`src/sv/ptx_div_stage.sv`:
```
// One restoring division step for the three coordinate lanes, registered.
`default_nettype none
module ptx_div_stage #(
	parameter int DW  = 130,
	parameter int SW  = 50,
	parameter int QW  = 32,
	parameter int MW  = 105,
	parameter int BIT = 0
) (
	input  wire logic                   clk,
	input  wire logic                   en,
	input  wire logic [2:0][DW-1:0]     rem_i,
	input  wire logic [2:0][QW-1:0]     q_i,
	input  wire logic [SW-1:0]          ud_i,
	input  wire logic [MW-1:0]          meta_i,
	output logic      [2:0][DW-1:0]     rem_o,
	output logic      [2:0][QW-1:0]     q_o,
	output logic      [SW-1:0]          ud_o,
	output logic      [MW-1:0]          meta_o
);
	logic [DW-1:0]          dsh;
	logic [2:0][DW-1:0]     rem_s1;
	logic [2:0][QW-1:0]     q_s1;
	logic [SW-1:0]          ud_s1;
	logic [MW-1:0]          meta_s1;
	logic [2:0][DW-1:0]     rem_n;
	logic [2:0][QW-1:0]     q_n;

	assign dsh = DW'(ud_i) << BIT;

	always_comb begin
		for (int l = 0; l < 3; l++) begin
			rem_n[l] = rem_i[l];
			q_n[l]   = q_i[l];
			if (rem_i[l] >= dsh) begin
				rem_n[l]    = rem_i[l] - dsh;
				q_n[l][BIT] = 1'b1;
			end
		end
	end

	always_ff @(posedge clk) begin
		if (en) begin
			rem_s1  <= rem_n;
			q_s1    <= q_n;
			ud_s1   <= ud_i;
			meta_s1 <= meta_i;
		end
	end

	assign rem_o  = rem_s1;
	assign q_o    = q_s1;
	assign ud_o   = ud_s1;
	assign meta_o = meta_s1;
endmodule
`default_nettype wire

```
`config.mk`:
```
export PLATFORM = sky130hd
export DESIGN_NAME = ptx_div_stage
export DESIGN_NICKNAME = d
export VERILOG_FILES = /design/src/sv/ptx_div_stage.sv
export SDC_FILE = /design/constraint.sdc
export NUM_CORES = 1
export LEC_CHECK = 0
export BUFFER_PORTS_ARGS = -buffer_cell sky130_fd_sc_hd__buf_2
export CAP_MARGIN = 20
export CORE_AREA = 2 2 501 503
export CTS_CLUSTER_DIAMETER = 150
export CTS_CLUSTER_SIZE = 12
export DETAILED_ROUTE_END_ITERATION = 10
export DIE_AREA = 0 0 503 505
export SETUP_SLACK_MARGIN = 0.15
export SLEW_MARGIN = 25
export SYNTH_ARGS = -nofsm -noshare
export SYNTH_HDL_FRONTEND = slang
export SYNTH_SLANG_ARGS = --single-unit
```
`constraint.sdc`:
```
create_clock -name clk -period 4.25 [get_ports clk]
set_input_delay 0.2125 -clock clk [delete_from_list [all_inputs] [get_ports clk]]
set_output_delay 0.2125 -clock clk [all_outputs]
set_load 0.005 [all_outputs]
```
After elaboration in Yosys (flattened, before gate mapping)
Cells that the tools add are included.

storage, ports and cells
  register bits = 641
  bits of input ports = 643
  output and inout bits = 641
  word-level logic and storage cells = 20

cells by class
  add/subtract/negate cells = 3
  order comparisons = 3
  muxes and demuxes = 3

operators with widths
  kind                count
  $ge A130 B50 Y1     3
  $mux W130           3
  $sub A130 B50 Y130  3

Longest topological paths before layout
  word-level depth = 2
  depth in mapped cells = 15
  mapped depth without buffers = 14

Worst setup path after synthesis
Ideal clock, no wire load.

  path type = in2reg
  start = in rem_i[260] in the netlist's numbering
  end = reg rem_s1 (netlist bit rem_o[330]) (data pin)
  setup time = 0.258 ns
  arrival = 3.391 ns
  data required time = 3.992 ns
  setup slack = 0.602 ns
  stages = 14
  buffers on the path = 0
  cell sequence = inv_1 -> ha_1 -> inv_1 -> fa_1 -> a21oi_1 -> o211ai_1 -> a221oi_1 -> nor3_1 -> o21ai_0 -> a211o_1 -> nor4b_2 -> nand3_1 -> or4_1 -> xnor2_1

RTL lines
  what                  line  text
  from (decl)           12    input wire logic [2:0][DW-1:0] rem_i,
  to (signal assigned)  44    rem_s1 <= rem_n;
  to (decl)             22    logic [2:0][DW-1:0] rem_s1;

==> metrics.txt <==
share of layout cells above drive strength 1 33.75%; H-tree depth 3; Syn Area/Cell 10.73 um2; CTS tree done; startpoint types input port; Slew Limit Headroom about a third; Final Max Slew Viols 0; max cap viols 0; die height approximately 510 um; fmax 0.2472 GHz; Most used DFF post-synth edfxtp_1; Residual DRC 0; worst-path fanout max 12; Setup WS pre-CTS -0.5418 ns; DR vias/cell about 4.3; area share of the largest cell type after synthesis a little over half; WP data arrival ~4.5 ns; pin count of the biggest net entering global routing a little under 100; final worst slack 0.2052 ns; DRT Pass-1 Iters 5; Post-Syn Instances about 3,400; Cell Rows about 180; gr ovfl total 0; via count around 39,000; worst stage delay on the critical path between 0.6 and 0.7 ns; wire per inst around 28 um; yosys warns 0; core area 248,200 um2; # fillers around 27,000; Worst setup EP type register; Clock transition at path regs about 0.070 ns; Required @ worst endpoint about 4.7 ns; leading cell types by count after synthesis edfxtp_1, nor2_1, a21oi_1, nand2_1, xor2_1; CTS buffer count 69; die area 254,000 um2; Mapped Area approximately 37,000 um2; post-DP HPWL between 200 and 250 mm; port buffer count 1,283; total global-route track usage approximately a fifth; worst min path class in -> reg; Cell variety after synth 91; worst-margin pin slew about 1.0 ns; first-pass GRT wire length roughly 330 mm; area grow syn2layout 60.45%; critical-path cell list dlygate4sd3_1, buf_2, or4_1, or4_1, or3b_4, nor4_2, buf_4, o211ai_2, a21oi_2, buf_4, a2111oi_4, nand4_1, buf_4, nor3_1, xor2_1, buf_4; FF+latch count, synth 641; VDD IR-drop max between 0.2 and 0.3 mV; clock tree buffer depth 3; Seq/Total Area, Yosys between 50% and 60%; Die X-Extent between 500 and 600 um; count leader, synth edfxtp_1; final hold violations 0; initial drt markers roughly 3,700; final net count between 6,000 and 7,000; clock root buffer clkbuf_16; fraction of registers with async set/reset 0%; Tmin final roughly 4.0 ns; CP dominant cell by count buf_4; pwr dens between 300 and 400 nW/um2; critical path class in -> reg; TritonCTS Sinks around 640; GPL Wtd Cong ~0.96; IO Count 1,284; RSZ-0062 raised after global routing yes; P_leak around 23 nW; # setup viols final 0; Starting Density around 15%; Mapped Nets around 4,200; Total Power 0.01921 W; initial antenna violation count 100; slowest cell on the critical path or4_1; Synth area leader edfxtp_1; Tcrit/Tclk final 95.17%; antenna viol nets, final 0; vias in the first global route 38,470; final design utilization approximately a quarter; synth top area cells edfxtp_1, ha_1, xor2_1; total wire length 256.0 mm; status complete, no violations; EDFF count, synth around 640
[sequential cells by signal, indices dropped and copies added, names as in the netlist]
name,cells
meta_o,105
ud_o,50
rem_o,390
q_o,96
[worst paths after layout]
kind	start	to	slack, ns	cells past startpoint
setup / recovery	rem_i[370]	rem_o[371]	0.21	16
hold / removal	rem_i[17]	rem_o[17]	0.08	4
[where the power goes]
group | total, W | internal (W) | switching [W]
logic | 0.00511 | 0.00207 | 0.00305
registers | 0.00801 | 0.00774 | 0.000274
clock network | 0.00608 | 0.00312 | 0.00296
[stage by stage]
| stage | hold slack (ns) | std cells | setup TNS (ns) | area, um2 |
|---|---|---|---|---|
| CTS | 0.001731 | 9004 | 0 | 58110 |
| global route | 0.02722 | 9058 | 0 | 58540 |
| detailed placement | 0.3906 | 8278 | -16.01 | 49740 |
| finish | 0.08068 | 9072 | 0 | 58580 |
| global placement | 0.3893 | 8278 | -16.15 | 49740 |
| floorplan | 0.3114 | 3402 | 0 | 36510 |
[per-layer routing]
metal / track usage (%) / vias up / part of all wire (%)
met1: 22.11 / 18960 / 38
met2: 32.86 / 2018 / 48
li1: - / 17320 / -
met5: 0 / - / 0.018
met3: 5.408 / 445 / 8.4
met4: 8.563 / 8 / 5.2
[cell families (layout without fill, tap and decap cells)]
group	after synthesis	after routing	share of synthesized area, %
AND/OR/NAND/NOR	1241	1241	17.58
AO/OA/AOI/OAI	727	727	12.16
flip-flops	641	641	52.72
XOR/XNOR	374	374	8.972
buffers and inverters	246	2527	2.649
adder cells (fa/ha/maj)	153	153	5.305
multiplexers	20	20	0.6169
other	0	59	0
[cells in the final DEF (no fill, tap or decap), types with 16 or more instances in the layout]
cell type      instances
a21o_1                72
a21oi_1              317
a31oi_1               27
buf_2               1281
buf_4                391
clkbuf_16             70
diode_2               59
dlygate4sd3_1        637
edfxtp_1             641
ha_1                 142
inv_1                107
mux2_2                20
nand2_1              237
nand2b_1              19
nand3_1               62
nand4_1              101
nor2_1               348
nor3_1               120
nor4_1                90
nor4_2                16
o21a_1                27
o21ai_0              127
o21bai_1              34
or2_2                 28
or3_1                 58
or4_1                 46
xnor2_1              176
xor2_1               197
[final cells by class]
| class | count | area, um2 | area share [%] |
|---|---|---|---|
| Clock buffer | 72 | 1759 | 3.003 |
| Sequential cell | 641 | 19250 | 32.86 |
| Multi-Input combinational cell | 2515 | 16530 | 28.22 |
| Antenna cell | 59 | 147.6 | 0.2520 |
| Tap cell | 3330 | 4167 | 7.113 |
| Inverter | 112 | 439.2 | 0.7497 |
| Timing Repair Buffer | 2326 | 16050 | 27.39 |
| Clock inverter | 17 | 244.0 | 0.4165 |
[worst max-delay path: cells and delay by family]
| kind | cells | cell delay (ns) |
|---|---|---|
| xor+xnor | 1 | 0.15 |
| simple gates | 6 | 2.34 |
| compound gates | 3 | 0.32 |
| buf+inv | 6 | 1.50 |
[what timing repair did]
item,in CTS,in global routing
setup endpoints to repair,0,95
endpoints found under the hold margin,632,0
buffers inserted,0,9
hold buffers,637,0
gates resized for setup,0,55
No activity file was read; power rests on OpenSTA's default activity.
